## config.mk

```make
export PLATFORM = sky130hd
export DESIGN_NAME = q2e_ram
export DESIGN_NICKNAME = d
export VERILOG_FILES = /design/src/rtl/q2e_ram.sv
export SDC_FILE = /design/constraint.sdc
export NUM_CORES = 1
export LEC_CHECK = 0
export BUFFER_PORTS_ARGS = -buffer_cell sky130_fd_sc_hd__buf_2
export CELL_PAD_IN_SITES_DETAIL_PLACEMENT = 0
export CELL_PAD_IN_SITES_GLOBAL_PLACEMENT = 2
export CORE_MARGIN = 2
export CORE_UTILIZATION = 42
export DETAILED_ROUTE_END_ITERATION = 7
export PLACE_DENSITY_LB_ADDON = 0.1
export SLEW_MARGIN = 20
export SYNTH_ARGS = -nofsm -noshare
export SYNTH_HDL_FRONTEND = slang
export SYNTH_SLANG_ARGS = --single-unit
```

## constraint.sdc

```tcl
create_clock -name clk -period 4.2 [get_ports clk]
set_clock_uncertainty 0.05 [all_clocks]
set_input_delay 0 -clock clk [delete_from_list [all_inputs] [get_ports clk]]
set_output_delay 0 -clock clk [all_outputs]
set_load 0.05 [all_outputs]
```

## src/rtl/q2e_ram.sv

```systemverilog
module q2e_ram #(
  parameter int WIDTH = 45,
  parameter int DEPTH = 32,
  parameter int AW    = 5
) (
  input  logic             clk,
  input  logic             we,
  input  logic [AW-1:0]    waddr,
  input  logic [WIDTH-1:0] wdata,
  input  logic             re,
  input  logic [AW-1:0]    raddr,
  output logic [WIDTH-1:0] rdata
);

  logic [WIDTH-1:0] mem [DEPTH];

  always_ff @(posedge clk) begin
    if (we) begin
      mem[waddr] <= wdata;
    end
    if (re) begin
      rdata <= mem[raddr];
    end
  end

endmodule

```

# After elaboration in Yosys (flattened, before gate mapping)
# Memories as Yosys holds them, arrays and structs flattened. A register that Yosys moved wholly into a read port is not among the register bits.
# Cells that the tools add are included.
# W data, S select, Z words.
word_totals:
  elab_cells: 3
  ram_bits: 1440
  reg_bits: 0
  memories: 1
  in_bits: 58
mem_list:
  columns: ["name", "depth", "width", "read_ports", "rd_clocked_by_memory_dff", "wr", "line", "rtl"]
  rows:
  - ["mem", 32, 45, 1, 1, 1, "15", "logic [WIDTH-1:0] mem [DEPTH];"]
classes:
  muxes: 2
ops:
  columns: ["operator", "count"]
  rows:
  - ["$mux W1", 2]

# Depth between registers and ports, before layout
# Gate-level depths: netlist (run 1).
logic_depth:
  ltp_word: 2
  ltp_mapped: 8
  mapped_depth_nobuf: 5

# Least setup slack after synthesis (run 1)
# No wires, ideal clock.
synth_timing:
  path_kind: "input -> register"
  from: "input waddr[1]"
  to: "memory mem[12][0], enable pin"
  n_path_buf: 1
  stages: 3
  arrival_time_ns: 2.550
  path_slack_ns: 1.152
  cell_sequence: "or3b_2 -> clkbuf_1 -> nor2_1"
synth_lines:
  columns: ["element", "line", "rtl"]
  rows:
  - ["start: declaration", "8", "input logic [AW-1:0] waddr,"]
  - ["end: declaration", "15", null]
# No word-level cell before the write port.

==> results.tsv, run 1 <==
stage	metric	value	unit
status	outcome	finished clean	
worst_setup_path	flop2flop setup slack	2.16	ns
worst_setup_path	CP max FO	26	
power_and_ir_drop	PD cells	479	mW/mm2
synth	post-synth top area share	0.778	
hold_path	start point of the worst hold path	raddr[0]	
worst_setup_path	Worst path slowest cell	dlygate4sd3_1	
synth	mapped cell area	0.0573	mm2
worst_setup_path	most used cell, CP	dlygate4sd3_1	
cts	clock-pin transition on the worst setup and hold timing paths	0.06	ns
timing	Fin Setup TNS	0	ns
grt	initial antenna violation count	9	
timing	Fin. Hold Viols	0	
power_and_ir_drop	leak pwr	22.8	nW
synth	Mapped Nets	3215	
drt	DRC	0	
grt	pin count of the biggest net entering global routing	86	
floorplanning	Die Width	373	um
worst_setup_path	CP Launch Type	input pin	
synth	cell type with the highest aggregate area in the netlist	edfxtp_1	
cts	CTS tree	done	
worst_setup_path	critical path endpoint category	flop	
synth	Post-Synth Adder-Cell Area	0	
finish	Final nets	3453	
synth	Synth Area in Compound Gates	0.0481	
placement	DPL Wire Length	88800	um
timing	max-slew violation count	0	
timing	RSZ-0062 raised after global routing	no	
worst_setup_path	Critical Path AT	3.27	ns
synth	FF+latch count, synth	1485	
grt	GRT Total Usage	0.223	
finish	most common cell after layout, fill and taps aside	edfxtp_1	
synth	largest cells by area after synthesis	edfxtp_1 78%, mux2i_1 13%, a22oi_1 1.8%, a22o_1 1.4%, nand3_1 1.2%	
floorplanning	# IOs	103	
drt	M1 wire length	74200	um
hold_path	Worst Hold Endpoint	rdata[40]$_DFFE_PP_	
finish	fin cells	5298	
finish	post-route cell area	0.0658	mm2
finish	Final Core Density	0.486	
worst_setup_path	kind of critical path	in2reg	
cts	Skew-Pair Late Insertion Delay	0.78	ns
drt	TritonRoute pass-1 iters	7	
placement	Placed Area	0.0604	mm2
drt	final antenna-violating net count	0	
timing	Worst-Margin Slew	1.13	ns
synth	sequential element share of the synthesized area	0.778	
drt	vias per cell	5.65	
worst_setup_path	FF-to-FF path depth	5	
finish	Area Growth Syn to Fin	14.8	%
grt	global route overflow	0	
finish	share of cells above drive strength 1	0.128	
synth	Mapped Avg Cell Area	18.2	um2
floorplanning	row count	135	
cts	Post-CTS Hold Buffers	54	
timing	Hold Slack	0.0800	ns
finish	area of the multi-input gates	0.0119	mm2
cts	H-tree Lvls	4	
cts	Root Driver	clkbuf_16	
placement	# port buffers	102	
synth	Simple-Gate Fraction of Synth Area	0.0290	
floorplanning	die height	373	um
drt	met2 WL post-DR	70800	um
floorplanning	Core Footprint	0.135	mm2
run	Max-Cap Viols	0	
synth	mux cell area share after synthesis	0.126	
worst_setup_path	Largest stage delay, worst path	0.78	ns
drt	vias	29900	
cts	post-CTS sizing	0	
synth	largest family of logic cells by synthesized area	multiplexers	
worst_setup_path	critical-path cell list	dlygate4sd3_1 > buf_2 > nor2_4 > dlygate4sd3_1 > buf_12 > buf_4 > a22o_1 > nor3_1 > a31oi_1 > nand3_1	
floorplanning	full die area	0.139	mm2
power_and_ir_drop	largest vdd supply drop	0.392	mV
synth	Synth Warn #	0	
worst_setup_path	Required @ worst endpoint	4.63	ns
worst_setup_path	Reg-to-Reg End	rdata[30]$_DFFE_PP_	
cts	clk buf depth	3	
finish	FF+latch area	0.0446	mm2
drt	Detailed Route Iter0 Violations	2871	
grt	vias in the first global route	30000	
drt	drt wl/cell	29.5	um
finish	Fillers	11300	
synth	XOR/XNOR Fraction of Synth Area	0	
drt	DRT Wirelength	156000	um
cts	postcts setup bufs	0	
timing	Rel. slew slack	0.242	
timing	final setup fails	0	
hold_path	hold path depth	5	
placement	routability congestion estimate	0.774	
synth	Mapped Cells	3157	
worst_setup_path	CP Buf/Inv Count	5	
drt	metal3 WL	8100	um
synth	Yosys cell types	25	
cts	CTS sink cnt	1485	
grt	first-pass GRT wire length	223000	um
hold_path	min-delay worst type	in2reg	
cts	total CTS buffers	159	
timing	highest clock rate	0.352	GHz
timing	fin crit period	2.84	ns
finish	commonest cells after routing, fill and taps aside	1485 x edfxtp_1, 720 x mux2i_1, 165 x clkbuf_16	
worst_setup_path	CP top delay family	buffers and inverters	
placement	DP Cell Count	4961	
worst_setup_path	reg2reg start	mem[1][30]$_DFFE_PP_	
drt	highest routed layer	met5	
floorplanning	Starting Density	0.423	
timing	Final Cycle Share	0.676	
-- synthesized netlist by cell type --
| cell | count |
|---|---|
| edfxtp_1 | 1485 |
| mux2i_1 | 720 |
| nand2_1 | 137 |
| nand3_1 | 137 |
| a21oi_1 | 135 |
| a22oi_1 | 135 |
| a22o_1 | 90 |
| clkbuf_1 | 64 |
| a31oi_1 | 45 |
| nor3_1 | 45 |
| buf_4 | 34 |
| nor2_1 | 33 |
| buf_2 | 32 |
| buf_6 | 25 |
| buf_1 | 18 |
| buf_8 | 5 |
| nand3b_1 | 5 |
| or3b_2 | 3 |
| nand2b_1 | 2 |
| nor2b_1 | 2 |
| and2_1 | 1 |
| clkbuf_4 | 1 |
| nor2_2 | 1 |
| or2_2 | 1 |
| or3_1 | 1 |
-- flip-flops by register name, summed over array words and instances (netlist names) --
| signal | flops |
|---|---|
| mem | 1440 |
| rdata | 45 |
-- where the power goes --
| group | switching (W) | internal (W) |
|---|---|---|
| sequential | 0.0000726 | 0.0165 |
| clock | 0.00556 | 0.00756 |
| combinational | 0.00125 | 0.000524 |
| total | 0.00688 | 0.0246 |
-- layout make-up --
cell class              instances  share of cell area
well taps                    1781              0.0339
multi-input cells            1493               0.181
flip-flops and latches       1485               0.678
clock inverters                82             0.00879
diodes                          2           0.0000761
clock buffers                 199              0.0647
repair buffers                256              0.0337
-- cells by family after synthesis --
logic type | count (synthesis)
compound gates | 405
buf+inv | 179
flops | 1485
mux | 720
simple gates | 368
-- metal layers --
| layer | vias to the layer above | track usage |
|---|---|---|
| met5 | - | 0 |
| met4 | 8 | 0.0574 |
| met3 | 205 | 0.0373 |
| met2 | 809 | 0.341 |
| met1 | 15800 | 0.331 |
| li1 | 13100 | - |
-- per-stage QoR --
step                power, W  worst slack [ns]
floorplan             0.0179              1.15
finish                0.0315              1.36
global placement      0.0187              1.30
CTS                   0.0319              1.38
detailed placement    0.0187              1.32
global route          0.0325              1.29
-- worst reg2reg max path: stages (launching register included) --
cell	delay (ns)
edfxtp_1	0.37
mux2i_1	0.22
a22o_1	0.20
nor3_1	0.07
a31oi_1	0.59
nand3_1	0.24
-- how the worst max path moves through the flow --
stage                  start                   end  slack, ns  cells after the start
CTS                 raddr[1]   rdata[11]$_DFFE_PP_       1.38                     10
detailed placement  raddr[0]   rdata[11]$_DFFE_PP_       1.32                      7
finish              raddr[1]   rdata[44]$_DFFE_PP_       1.36                     10
floorplan           waddr[1]  mem[12][0]$_DFFE_PP_       1.15                      3
global placement    raddr[0]   rdata[11]$_DFFE_PP_       1.30                      7
global route        raddr[1]   rdata[44]$_DFFE_PP_       1.29                     10
Note: power is estimated with default switching activity, not from simulation.
==> run 2: changes to the inputs <==
--- a/config.mk
+++ b/config.mk
@@ -5,6 +5,7 @@
 export SDC_FILE = /design/constraint.sdc
 export NUM_CORES = 1
 export LEC_CHECK = 0
+export ABC_AREA = 1
 export BUFFER_PORTS_ARGS = -buffer_cell sky130_fd_sc_hd__buf_2
 export CELL_PAD_IN_SITES_DETAIL_PLACEMENT = 0
 export CELL_PAD_IN_SITES_GLOBAL_PLACEMENT = 2
==> constraint.sdc (replaced) <==
create_clock -name clk -period 2.69 [get_ports clk]
set_clock_uncertainty 0.05 [all_clocks]
set_input_delay 0 -clock clk [delete_from_list [all_inputs] [get_ports clk]]
set_output_delay 0 -clock clk [all_outputs]
set_load 0.05 [all_outputs]
==> run 2 against run 1 <==
- sequential share of layout area fell by 2.7 points
- register-to-register slack got worse by 1.2 ns
- cell count rose by 35%
- wire length rose by 18%
- highest routed layer unchanged
- setup slack got worse by 1.1 ns
- flip-flop and latch count did not move
- synthesized cell count rose by 57%
==> results.tsv, run 2 <==
stage	metric	value	unit	change
worst_setup_path	CP Launch Type	input pin		
timing	Rel. slew slack	0.445		+0.202
cts	Skew-Pair Late Insertion Delay	0.79	ns	about the same
worst_setup_path	flop2flop setup slack	0.93	ns	-1.23 ns
floorplanning	Starting Density	0.423		about the same
power_and_ir_drop	leak pwr	24.9	nW	+9.3%
timing	fin crit period	2.38	ns	
cts	total CTS buffers	161		+1.3%
finish	largest registers	mem (1440), rdata (45)		
grt	first-pass GRT wire length	267000	um	+19%
drt	vias per cell	5.35		-5.3%
drt	final antenna-violating net count	0		unchanged
cts	Root Driver	clkbuf_16		
cts	CTS sink cnt	1485		unchanged
floorplanning	# IOs	103		unchanged
finish	commonest cells after routing, fill and taps aside	2025 x nand2_1, 1485 x edfxtp_1, 1092 x nand3_1		
worst_setup_path	Required @ worst endpoint	3.18	ns	-1.45 ns
finish	max reg flops	1440		unchanged
placement	DP Cell Count	6778		+37%
finish	Final nets	5171		+50%
drt	Detailed Route Iter0 Violations	3306		+15%
finish	Area Growth Syn to Fin	14.2	%	
placement	DPL Wire Length	90100	um	+1.6%
worst_setup_path	kind of critical path	in2reg		
worst_setup_path	Critical Path AT	2.87	ns	-0.40 ns
floorplanning	full die area	0.146	mm2	+4.6%
grt	pin count of the biggest net entering global routing	151		+76%
floorplanning	Core Footprint	0.142	mm2	+4.5%
hold_path	hold path depth	2		-3
cts	H-tree Lvls	4		unchanged
placement	# port buffers	102		unchanged
synth	Yosys cell types	15		-40%
cts	post-CTS sizing	0		unchanged
cts	clk buf depth	3		unchanged
timing	RSZ-0062 raised after global routing	no		
timing	final setup fails	0		unchanged
drt	vias	38200		+27%
cts	CTS tree	done		
synth	number of synthesized flops with an enable pin	1485		unchanged
timing	Fin Setup TNS	0	ns	unchanged
placement	routability congestion estimate	0.731		-5.6%
hold_path	start point of the worst hold path	wdata[29]		
grt	initial antenna violation count	5		-4
worst_setup_path	reg2reg start	mem[1][22]$_DFFE_PP_		
finish	most common cell after layout, fill and taps aside	nand2_1		
finish	fin cells	7131		+35%
worst_setup_path	critical path endpoint category	flop		
synth	Mapped Cells	4949		+57%
worst_setup_path	FF-to-FF path depth	9		+4
drt	TritonRoute pass-1 iters	5		-2
finish	FF+latch area	0.0446	mm2	unchanged
floorplanning	die height	382	um	+2.3%
status	outcome	finished clean		
floorplanning	row count	138		+2.2%
worst_setup_path	Reg-to-Reg End	rdata[22]$_DFFE_PP_		
synth	FFs w/ async S/R, synth	0		unchanged
synth	Top FF cell, synth	edfxtp_1		
timing	Final Cycle Share	0.886		
power_and_ir_drop	Power Total	0.0501	W	+59%
finish	post-route cell area	0.0685	mm2	+4.1%
placement	Placed Area	0.0630	mm2	+4.3%
power_and_ir_drop	PD cells	731	mW/mm2	+53%
synth	Mapped Nets	5007		+56%
synth	FF+latch count, synth	1485		unchanged
finish	most flop-heavy register	mem		
synth	largest cells by area after synthesis	edfxtp_1 74%, nand2_1 13%, nand3_1 9.1%, buf_6 1.6%, buf_2 1.2%		
drt	drt wl/cell	25.9	um	-12%
finish	area of the multi-input gates	0.0134	mm2	+13%
synth	Mapped Avg Cell Area	12.1	um2	-33%
run	Max-Cap Viols	0		unchanged
synth	Post-synth top cells	2025 x nand2_1, 1485 x edfxtp_1, 1092 x nand3_1, 148 x buf_2, 83 x buf_6		
timing	Fin. Hold Viols	0		unchanged
synth	post-synth top area share	0.744		-0.0343
synth	count leader, synth	nand2_1		
drt	DRT Wirelength	184000	um	+18%
drt	DRC	0		unchanged
power_and_ir_drop	P_int	0.0385	W	+56%
synth	Synth Warn #	0		unchanged
timing	Worst-Margin Slew	0.833	ns	-0.301 ns
finish	share of cells above drive strength 1	0.0930		-0.0348
hold_path	Worst Hold Endpoint	mem[7][29]$_DFFE_PP_		
timing	highest clock rate	0.420	GHz	
grt	GRT Total Usage	0.253		+0.0302
power_and_ir_drop	Clock power frac	0.416		about the same
power_and_ir_drop	Flop pwr share	0.518		-0.009
finish	Fillers	12800		+13%
timing	max-slew violation count	0		unchanged
power_and_ir_drop	logic gate share of total power	0.066		+0.010
grt	global route overflow	0		unchanged
grt	vias in the first global route	36800		+23%
hold_path	min-delay worst type	in2reg		
power_and_ir_drop	Net Switching	0.0116	W	+68%
synth	cell type with the highest aggregate area in the netlist	edfxtp_1		
synth	mapped cell area	0.0600	mm2	+4.6%
worst_setup_path	CP max FO	109		+320%
synth	sequential element share of the synthesized area	0.744		-0.0343
cts	clock-pin transition on the worst setup and hold timing paths	0.06	ns	about the same
power_and_ir_drop	largest vdd supply drop	0.457	mV	+16%
power_and_ir_drop	switching part of the total	0.231		+0.0126
floorplanning	Die Width	382	um	+2.3%
finish	Final Core Density	0.484		-0.00194
## run 2: power groups by stage
stage / Sequential [W] / Combinational (W) / Clock (W)
detailed placement: 0.0264 / 0.00326 / 0
global route: 0.0259 / 0.00364 / 0.0221
global placement: 0.0264 / 0.00326 / 0
CTS: 0.0259 / 0.00335 / 0.0212
floorplan: 0.0266 / 0.00176 / 0
finish: 0.0259 / 0.00330 / 0.0208
## run 2: worst max-delay path, stage by stage
cell           delay (ns)
dlygate4sd3_1        0.59
buf_8                0.26
clkinv_16            0.30
buf_12               0.33
buf_12               0.22
nand2_1              0.08
nand3_1              0.07
nand3_1              0.10
nand2_1              0.08
nand2_1              0.06
nand2_1              0.05
nand2_1              0.06
nand2_1              0.05
dlygate4sd3_1        0.55
## run 2: worst max-delay path by stage
stage,startpoint,end,cells past startpoint
floorplan,waddr[0],mem[8][0]$_DFFE_PP_,3
detailed placement,raddr[0],rdata[30]$_DFFE_PP_,12
CTS,raddr[0],rdata[22]$_DFFE_PP_,14
global route,raddr[0],rdata[22]$_DFFE_PP_,14
finish,raddr[0],rdata[22]$_DFFE_PP_,14
global placement,raddr[0],rdata[39]$_DFFE_PP_,12
## run 2: cell type report
type	instances	share of cell area
Antenna cell	3	0.000110
Clock buffer	204	0.0615
Clock inverter	84	0.00952
Inverter	10	0.00137
Multi-Input combinational cell	3149	0.196
Sequential cell	1485	0.651
Tap cell	1890	0.0345
Timing Repair Buffer	306	0.0458
## run 2: timing repair
action / CTS / global route
buffers inserted: 0 / 0
setup endpoints to repair: 0 / 0
hold buffers: 62 / 0
endpoints found under the hold margin: 1569 / 0
## run 2: stage by stage
stage               hold WS [ns]  setup WS, ns
floorplan                 0.0489    -0.0000815
global placement           0.459         0.562
detailed placement         0.460         0.576
CTS                        0.159         0.303
global route               0.228         0.151
finish                     0.209         0.307
## run 2: logic make-up after synthesis
group	Yosys count	synth area share
flip-flops	1485	0.744
AND/OR/NAND/NOR	3149	0.220
buffers and inverters	315	0.0363
## run 2: metal layers
layer	GRT usage	share of wire	up-vias
met3	0.0309	0.044	223
met1	0.371	0.47	19300
met5	0	0.00027	-
met4	0.0556	0.017	8
li1	-	-	17700
met2	0.404	0.47	907
